File: config.mk
export PLATFORM = sky130hd
export DESIGN_NAME = mff_ctrl
export DESIGN_NICKNAME = d
export VERILOG_FILES = /design/src/design/mff_pkg.sv /design/src/design/mff_ctrl.sv
export VERILOG_INCLUDE_DIRS = /design/src /design/src/design
export SDC_FILE = /design/constraint.sdc
export NUM_CORES = 1
export LEC_CHECK = 0
export BUFFER_PORTS_ARGS = -buffer_cell sky130_fd_sc_hd__buf_4
export CAP_MARGIN = 20
export CORE_ASPECT_RATIO = 0.6
export CORE_UTILIZATION = 55
export CTS_BUF_LIST = sky130_fd_sc_hd__clkbuf_4 sky130_fd_sc_hd__clkbuf_8
export CTS_CLUSTER_SIZE = 25
export DETAILED_ROUTE_END_ITERATION = 8
export PLACE_DENSITY = 0.95
export SYNTH_ARGS = -nofsm -noshare
export SYNTH_HDL_FRONTEND = slang
export SYNTH_SLANG_ARGS = --single-unit
File: constraint.sdc
create_clock -name clk -period 10.2 [get_ports clk]
set_clock_uncertainty 0.2 [all_clocks]
set_input_delay 0.51 -clock clk [delete_from_list [all_inputs] [get_ports clk]]
set_output_delay 0.51 -clock clk [all_outputs]
set_load 0.005 [all_outputs]
File: src/design/multichannel_frame_fifo_assert.svh
// Assertion helpers used by mff_ctrl. Each expects clk and rst_n in scope.
`ifndef MULTICHANNEL_FRAME_FIFO_ASSERT_SVH
`define MULTICHANNEL_FRAME_FIFO_ASSERT_SVH

// Same-cycle implication, disabled while reset is low.
`define MFF_ASSERT_IMPL(label, ante, cons, msg) \
  label: assert property (@(posedge clk) disable iff (!rst_n) (ante) |-> (cons)) \
    else $error(msg);

// Next-cycle implication, disabled while reset is low.
`define MFF_ASSERT_NEXT(label, ante, cons, msg) \
  label: assert property (@(posedge clk) disable iff (!rst_n) (ante) |=> (cons)) \
    else $error(msg);

`endif

File: src/design/mff_pkg.sv
`default_nettype none

package mff_pkg;

  localparam int MAX_FRAMES   = 1024;
  localparam int MAX_CHANNELS = 4;
  localparam int LANES        = 4;
  localparam int SAMPLE_W     = 16;
  localparam int FRAME_W      = LANES * SAMPLE_W;
  localparam int ADDR_W       = $clog2(MAX_FRAMES);
  localparam int CNT_W        = $clog2(MAX_FRAMES + 1);
  localparam int LANE_CNT_W   = 3;
  localparam int LANE_LIMIT   = (MAX_CHANNELS < LANES) ? MAX_CHANNELS : LANES;

  localparam int REQ_W        = 3;
  localparam int CFG_IDX_W    = 1;
  localparam int CFG_DATA_W   = 11;
  localparam int OUT_DATA_W   = 88;

  localparam logic [REQ_W-1:0] REQ_PUSH    = 3'd0;
  localparam logic [REQ_W-1:0] REQ_POP     = 3'd1;
  localparam logic [REQ_W-1:0] REQ_CLEAR   = 3'd2;
  localparam logic [REQ_W-1:0] REQ_MARK    = 3'd3;
  localparam logic [REQ_W-1:0] REQ_UNMARK  = 3'd4;
  localparam logic [REQ_W-1:0] REQ_STATUS  = 3'd5;

  localparam logic [CFG_IDX_W-1:0] CFG_CAPACITY = 1'd0;
  localparam logic [CFG_IDX_W-1:0] CFG_CHANNELS = 1'd1;

  localparam logic [CNT_W-1:0]      CAP_RESET   = CNT_W'(1024);
  localparam logic [LANE_CNT_W-1:0] LANES_RESET = 3'd2;

  typedef struct packed {
    logic              we;
    logic [ADDR_W-1:0] waddr;
    logic [FRAME_W-1:0] wdata;
    logic              re;
    logic [ADDR_W-1:0] raddr;
  } ram_cmd_t;

  typedef struct packed {
    logic                  done;
    logic                  pop_ok;
    logic [LANE_CNT_W-1:0] lanes;
    logic                  last;
    logic [CNT_W-1:0]      stored;
    logic [CNT_W-1:0]      free;
    logic                  eos;
  } res_meta_t;

endpackage

`default_nettype wire

File: src/design/mff_ctrl.sv
`default_nettype none

`include "multichannel_frame_fifo_assert.svh"

module mff_ctrl
  import mff_pkg::*;
(
  input  wire logic                  clk,
  input  wire logic                  rst_n,
  input  wire logic                  cfg_we,
  input  wire logic [CFG_IDX_W-1:0]  cfg_index,
  input  wire logic [CFG_DATA_W-1:0] cfg_wdata,
  input  wire logic                  acc,
  input  wire logic [REQ_W-1:0]      req,
  input  wire logic [FRAME_W-1:0]    samples,
  input  wire logic                  last,
  output ram_cmd_t                   ram_cmd,
  output res_meta_t                  meta_r
);

  logic [CNT_W-1:0]      cap_r, cap_nxt;
  logic [LANE_CNT_W-1:0] lanes_r, lanes_nxt;
  logic [CNT_W-1:0]      held_r, held_nxt;
  logic [ADDR_W-1:0]     rd_r, rd_nxt;
  logic [ADDR_W-1:0]     wr_r, wr_nxt;
  logic                  eos_r, eos_nxt;

  logic                  push_ok, pop_ok, push_go, pop_go;
  logic [CNT_W-1:0]      wr_plus, rd_plus;
  logic [ADDR_W-1:0]     wr_inc, rd_inc;
  logic [CNT_W-1:0]      cap_wr;
  logic [LANE_CNT_W-1:0] lanes_wr;
  logic [FRAME_W-1:0]    wdata;
  res_meta_t             meta_nxt;

  assign push_ok = held_r < cap_r;
  assign pop_ok  = held_r != '0;

  // slots wrap at the capacity in use
  assign wr_plus = CNT_W'({1'b0, wr_r}) + CNT_W'(1);
  assign rd_plus = CNT_W'({1'b0, rd_r}) + CNT_W'(1);
  assign wr_inc  = (wr_plus == cap_r) ? '0 : wr_plus[ADDR_W-1:0];
  assign rd_inc  = (rd_plus == cap_r) ? '0 : rd_plus[ADDR_W-1:0];

  assign cap_wr = (32'(cfg_wdata) > MAX_FRAMES) ? CNT_W'(MAX_FRAMES) : CNT_W'(cfg_wdata);

  always_comb begin
    lanes_wr = cfg_wdata[LANE_CNT_W-1:0];
    if (lanes_wr == '0) begin
      lanes_wr = LANE_CNT_W'(1);
    end else if (32'(lanes_wr) > LANE_LIMIT) begin
      lanes_wr = LANE_CNT_W'(LANE_LIMIT);
    end
  end

  always_comb begin
    cap_nxt   = cap_r;
    lanes_nxt = lanes_r;
    held_nxt  = held_r;
    rd_nxt    = rd_r;
    wr_nxt    = wr_r;
    eos_nxt   = eos_r;
    push_go   = 1'b0;
    pop_go    = 1'b0;
    if (cfg_we) begin
      unique case (cfg_index)
        CFG_CAPACITY: cap_nxt   = cap_wr;
        CFG_CHANNELS: lanes_nxt = lanes_wr;
      endcase
      held_nxt = '0;
      rd_nxt   = '0;
      wr_nxt   = '0;
      eos_nxt  = 1'b0;
    end else if (acc) begin
      unique case (req)
        REQ_PUSH: begin
          if (push_ok) begin
            push_go  = 1'b1;
            wr_nxt   = wr_inc;
            held_nxt = held_r + CNT_W'(1);
          end
        end
        REQ_POP: begin
          if (pop_ok) begin
            pop_go   = 1'b1;
            rd_nxt   = rd_inc;
            held_nxt = held_r - CNT_W'(1);
          end
        end
        REQ_CLEAR: begin
          held_nxt = '0;
          rd_nxt   = '0;
          wr_nxt   = '0;
          eos_nxt  = 1'b0;
        end
        REQ_MARK:   eos_nxt = 1'b1;
        REQ_UNMARK: eos_nxt = 1'b0;
        default: ;
      endcase
    end
  end

  // zero the lanes beyond the channel count before storing
  always_comb begin
    for (int k = 0; k < LANES; k++) begin
      wdata[k*SAMPLE_W +: SAMPLE_W] =
        (LANE_CNT_W'(k) < lanes_r) ? samples[k*SAMPLE_W +: SAMPLE_W] : '0;
    end
  end

  always_comb begin
    ram_cmd.we    = push_go;
    ram_cmd.waddr = wr_r;
    ram_cmd.wdata = wdata;
    ram_cmd.re    = pop_go;
    ram_cmd.raddr = rd_r;
  end

  always_comb begin
    meta_nxt.done   = push_go | pop_go;
    meta_nxt.pop_ok = pop_go;
    meta_nxt.lanes  = lanes_r;
    meta_nxt.last   = last;
    meta_nxt.stored = held_nxt;
    meta_nxt.free   = cap_r - held_nxt;
    meta_nxt.eos    = eos_nxt;
  end

  always_ff @(posedge clk) begin
    if (!rst_n) begin
      cap_r   <= CAP_RESET;
      lanes_r <= LANES_RESET;
      held_r  <= '0;
      rd_r    <= '0;
      wr_r    <= '0;
      eos_r   <= 1'b0;
    end else begin
      cap_r   <= cap_nxt;
      lanes_r <= lanes_nxt;
      held_r  <= held_nxt;
      rd_r    <= rd_nxt;
      wr_r    <= wr_nxt;
      eos_r   <= eos_nxt;
    end
  end

  always_ff @(posedge clk) begin
    if (acc) begin
      meta_r <= meta_nxt;
    end
  end

  `MFF_ASSERT_IMPL(a_held_bound, 1'b1, held_r <= cap_r, "held count exceeds capacity")
  `MFF_ASSERT_IMPL(a_empty_slots, held_r == '0, rd_r == wr_r, "empty store with split slots")
  `MFF_ASSERT_NEXT(a_push_count, acc && !cfg_we && req == REQ_PUSH && held_r < cap_r,
                   held_r == $past(held_r) + CNT_W'(1), "accepted push did not count")

endmodule

`default_nettype wire
Word-level counts from Yosys, hierarchy flattened
Index checks and enable logic that the tools add are counted.
{"block": "op_classes", "eq_ne": 8, "add_sub_neg": 5, "order_cmp": 7, "n_bitwise": 3, "reduce_logical": 11, "muxes": 29}
{"cell": "2-to-1 mux 16 bit", "count": 4}
{"cell": "2-to-1 mux 11 bit", "count": 5}
{"cell": "2-to-1 mux 10 bit", "count": 4}
{"cell": "case mux 10 bit (2 select lines)", "count": 2}
{"cell": "case mux 11 bit (3 select lines)", "count": 1}
{"cell": "adder 10 x 1 -> 11 bit (second input constant)", "count": 2}
{"cell": "== test 11 bit", "count": 2}
{"cell": "adder 11 x 1 -> 11 bit (second input constant)", "count": 1}
{"cell": "> comparator 11 bit (second input constant)", "count": 1}
{"cell": "< comparator 11 bit", "count": 1}
{"cell": "nonzero test 11 bit", "count": 1}
{"cell": "subtractor 11 x 1 -> 11 bit (second input constant)", "count": 1}
{"cell": "subtractor 11 bit", "count": 1}
{"cell": "2-to-1 mux 1 bit", "count": 10}
{"cell": "== test 3 x 2 -> 1 bit (second input constant)", "count": 2}
{"cell": "logical NOT 3 bit", "count": 2}
{"cell": "< comparator 1 x 3 -> 1 bit (first input constant)", "count": 2}
{"cell": "< comparator 2 x 3 -> 1 bit (first input constant)", "count": 2}
{"cell": "2-to-1 mux 3 bit", "count": 2}
{"cell": "AND reduction 3 bit", "count": 2}
{"cell": "!= test 2 bit (second input constant)", "count": 2}
{"cell": "AND reduction 2 bit", "count": 2}
{"cell": "nonzero test 2 bit", "count": 2}
{"cell": "OR reduction 2 bit", "count": 2}
{"cell": "other kinds (6)", "count": 7}
{"block": "word_totals", "input_bits": 84, "out_inout_bits": 115, "word_cells": 76, "register_bits": 75}

Longest topological paths before layout
{"block": "logic_depth", "ltp_word": 6, "depth_mapped": 20, "depth_no_buf": 19}

Worst setup path after synthesis
Ideal clock, no wire load.
{"block": "synth_timing", "kind": "register to register", "start": "reg cap_r[8]", "end": "reg meta_r[11] (netlist bit), data pin", "stages_incl_launch_ff": 19, "n_path_buf": 1, "required_ns": 9.741, "setup_ns": 0.259, "t_arrival_ns": 4.073, "slack_ns": 5.668, "period_less_slack_ns": 4.532, "cell_sequence": "dfxtp_1 -> inv_1 -> ha_1 -> a21o_1 -> a21o_1 -> a211o_1 -> clkbuf_1 -> a21oi_1 -> a31o_2 -> a22oi_1 -> or2_2 -> fa_1 -> a21o_1 -> a21oi_1 -> o21ai_0 -> o31ai_1 -> mux2i_1 -> o2111ai_1 -> xnor2_1"}
{"item": "from (decl)", "line_no": "mff_ctrl.sv:21", "rtl": "logic [CNT_W-1:0] cap_r, cap_nxt;"}
{"item": "from (signal assigned)", "line_no": "mff_ctrl.sv:138", "rtl": "cap_r <= cap_nxt;"}
{"item": "to (signal assigned)", "line_no": "mff_ctrl.sv:149", "rtl": "meta_r <= meta_nxt;"}
{"item": "to (decl)", "line_no": "mff_ctrl.sv:18", "rtl": "output res_meta_t meta_r"}

==> results.py <==
metrics = {
    "outcome": {
        "status": "finished, final reports clean",
    },
    "critical_path": {
        "required_ps": 10120,
        "cp-endpoint": "meta_r[11]",
        "path_class": "reg -> reg",
        "end_kind": "flip-flop",
        "crit_arrival_ps": 5790,
        "crit_chain": "inv_1 > ha_1 > a31oi_1 > o21ai_0 > a211oi_1 > o21ai_0 > a22oi_1 > or2_2 > fa_1 > a21o_1 > a21oi_1 > o21ai_0 > o31ai_1 > mux2i_1 > o2111ai_1 > xnor2_1",
        "crit_family": "compound AO/OA/AOI/OAI gates",
        "start_kind": "flip-flop",
        "regToRegSetupSlack_ps": 4330,
        "cp_common_cell": "o21ai_0",
        "reg2reg_from": "cap_r[1]",
        "crit_path_start": "cap_r[1]",
        "slowest_delay_ps": 820,
        "r2r-end": "meta_r[11]",
        "cp_slowest_cell": "o21ai_0",
        "cp.buffers_inverters": 1,
        "cp_max_fo": 11,
        "cp_num_cells": 16,
        "reg2regPathDepth": 16,
    },
    "clocking": {
        "max-clock-path-buffers": 2,
        "tritoncts": "yes",
        "cts_buffers": 9,
        "clk_latency_ps": 370,
        "postCtsResizedCells": 0,
        "clk_pin_slew_ps": 80,
        "clock_sinks": 75,
        "cts_setup_buffers": 0,
        "hold_buffers": 0,
        "htree_levels": 3,
        "cts_root_buffer": "clkbuf_8",
    },
    "power_and_ir_drop": {
        "leakage_nw": 3.03,
        "swShare": 0.269,
        "power_frac_clock": 0.357,
        "worst_ir_drop_vdd_mv": 0.0612,
        "power_uw": 728,
        "pwr-share-comb": 0.192,
        "p_sw_uw": 196,
        "seqPwrFrac": 0.451,
        "p_int_uw": 532,
        "power_density_nw_per_um2": 102,
    },
    "synthesis": {
        "yosysWarnings": 0,
        "yosys-top-cells-count": "nor2b_1, nor2_1, nand2_1",
        "syn_nets": 771,
        "netlist_area_um2": 5430,
        "ys_seq_area_frac": 0.330,
        "syn_area_per_cell_um2": 8.21,
        "async_flop_share": 0,
        "ys_types": 67,
        "synth_edf_count": 29,
        "synth_top_area_cell": "dfxtp_1",
        "synth_most_common_cell": "nor2b_1",
        "ys.flop_type": "dfxtp_1",
        "synthTopCellsByArea": "dfxtp_1, edfxtp_1, nor2b_1, ha_1, nor2_1",
        "synth_top_area_frac": 0.170,
        "synth_cells": 661,
        "ys_seq_elements": 75,
    },
    "placement": {
        "io_buffers": 198,
        "dp_slack_ps": 4630,
        "post-place-cells": 954,
        "hpwlAfterDp_um": 15700,
        "placed_cell_area_um2": 6930,
        "gp_congestion": 0.967,
    },
    "timing": {
        "grt_setup_unrepaired": "false",
        "final_max_slew_viol_count": 0,
        "worst_hold_slack_ps": 118,
        "tns_ps": 0,
        "hold_viol_final": 0,
        "period_share": 0.575,
        "setup_violations": 0,
        "slew-limit-headroom": 0.296,
        "fin_ws_ps": 4330,
        "fmax_mhz": 170,
        "period_minus_slack_ps": 5870,
        "tightest_slew_ps": 1060,
    },
    "global_routing": {
        "overflow": 0,
        "grt_pass1_vias": 5562,
        "grt_pass1_wl_um": 30900,
        "grt_max_degree": 34,
        "antenna_found_initial": 1,
        "track_usage": 0.405,
    },
    "floorplan": {
        "core-area_um2": 9360,
        "boundaryPins": 199,
        "fp-row-count": 27,
        "fp.dieW_um": 130,
        "start_util": 0.580,
        "dieHeight_um": 78.9,
        "dieArea_um2": 10300,
    },
    "layout": {
        "final_cells": 971,
        "num_antenna_cells": 0,
        "final_core_util": 0.764,
        "final_nets": 946,
        "syn2layout_area_growth_pct": 31.8,
        "design_area_um2": 7150,
        "multi_input_area_um2": 3360,
        "drive_gt1_frac": 0.290,
        "fill_cells": 656,
        "regArea_um2": 1790,
    },
    "drt": {
        "routedWlPerCell_um": 21.3,
        "via_count": 6082,
        "wirelength_um": 20700,
        "dr.first_iter.drc_count": 699,
        "first_pass_iters": 9,
        "drc": 0,
        "ant_nets": 0,
        "drt-vias-per-instance": 6.26,
    },
    "flow_run": {
        "maxCapViolCount": 0,
    },
    "min_path": {
        "hold_start": "last",
        "hp-class": "in -> reg",
    },
}
area by class of cell:
class | count | share of cell area
timing repair buffer | 203 | 0.213
multi-input combinational | 522 | 0.470
clock inverter | 6 | 0.0121
tap | 130 | 0.0227
clock buffer | 10 | 0.0184
inverter | 25 | 0.0131
sequential | 75 | 0.251
logic make-up (layout without fill, tap and decap cells):
group / Yosys count / in the layout / synth area share
compound gates: 129 / 129 / 0.169
xor+xnor: 40 / 40 / 0.0659
fa+ha+maj: 26 / 26 / 0.0613
buf+inv: 64 / 244 / 0.0503
flops: 75 / 75 / 0.330
mux: 5 / 5 / 0.00945
simple gates: 322 / 322 / 0.314
state kept, by name, indices dropped and copies added, names as in the netlist:
register,flops
wr_r,10
meta_r,29
held_r,11
rd_r,10
lanes_r,3
eos_r,1
cap_r,11
layer usage:
metal | track usage | up-vias | share of wire
met1 | 0.564 | 2869 | 0.41
met3 | 0.116 | 67 | 0.13
li1 | - | 2700 | -
met2 | 0.600 | 446 | 0.43
met4 | 0.131 | 0 | 0.027
met5 | 0 | - | 0
worst min path at each step:
stage	end	slack, ps	cells after the start
3_3_place_gp	meta_r[24]	290	0
2_1_floorplan	meta_r[26]	230	0
6_report	meta_r[23]	120	1
4_1_cts	meta_r[23]	110	1
3_5_place_dp	meta_r[24]	290	0
5_1_grt	meta_r[23]	110	1
placed cells by master (no fill, tap or decap), drive strengths merged, types with 4 or more instances in the layout:
cell type / n
edfxtp: 29
a211oi: 5
nand3: 21
mux2i: 4
inv: 28
xnor2: 25
a31oi: 16
nor2b: 65
or3: 6
xor2: 15
dfxtp: 46
o21ai: 20
clkbuf: 10
nor3: 23
or2: 14
a21o: 7
nor4: 11
a22oi: 8
nand4: 8
a41oi: 6
nor3b: 7
buf: 203
ha: 25
a21oi: 25
nand2b: 10
nor2: 64
or4: 6
and2: 18
nand2: 59
a2111oi: 6
and3: 5
o211ai: 8
power groups by stage:
stage                     clock, mW  sequential, mW  combinational (mW)
after global placement            0           0.334               0.130
after detailed placement          0           0.335               0.134
final                         0.260           0.329               0.140
after CTS                     0.259           0.328               0.136
after global routing          0.271           0.329               0.147
after floorplan                   0           0.333              0.0552
Note: power is estimated with default switching activity, not from simulation.
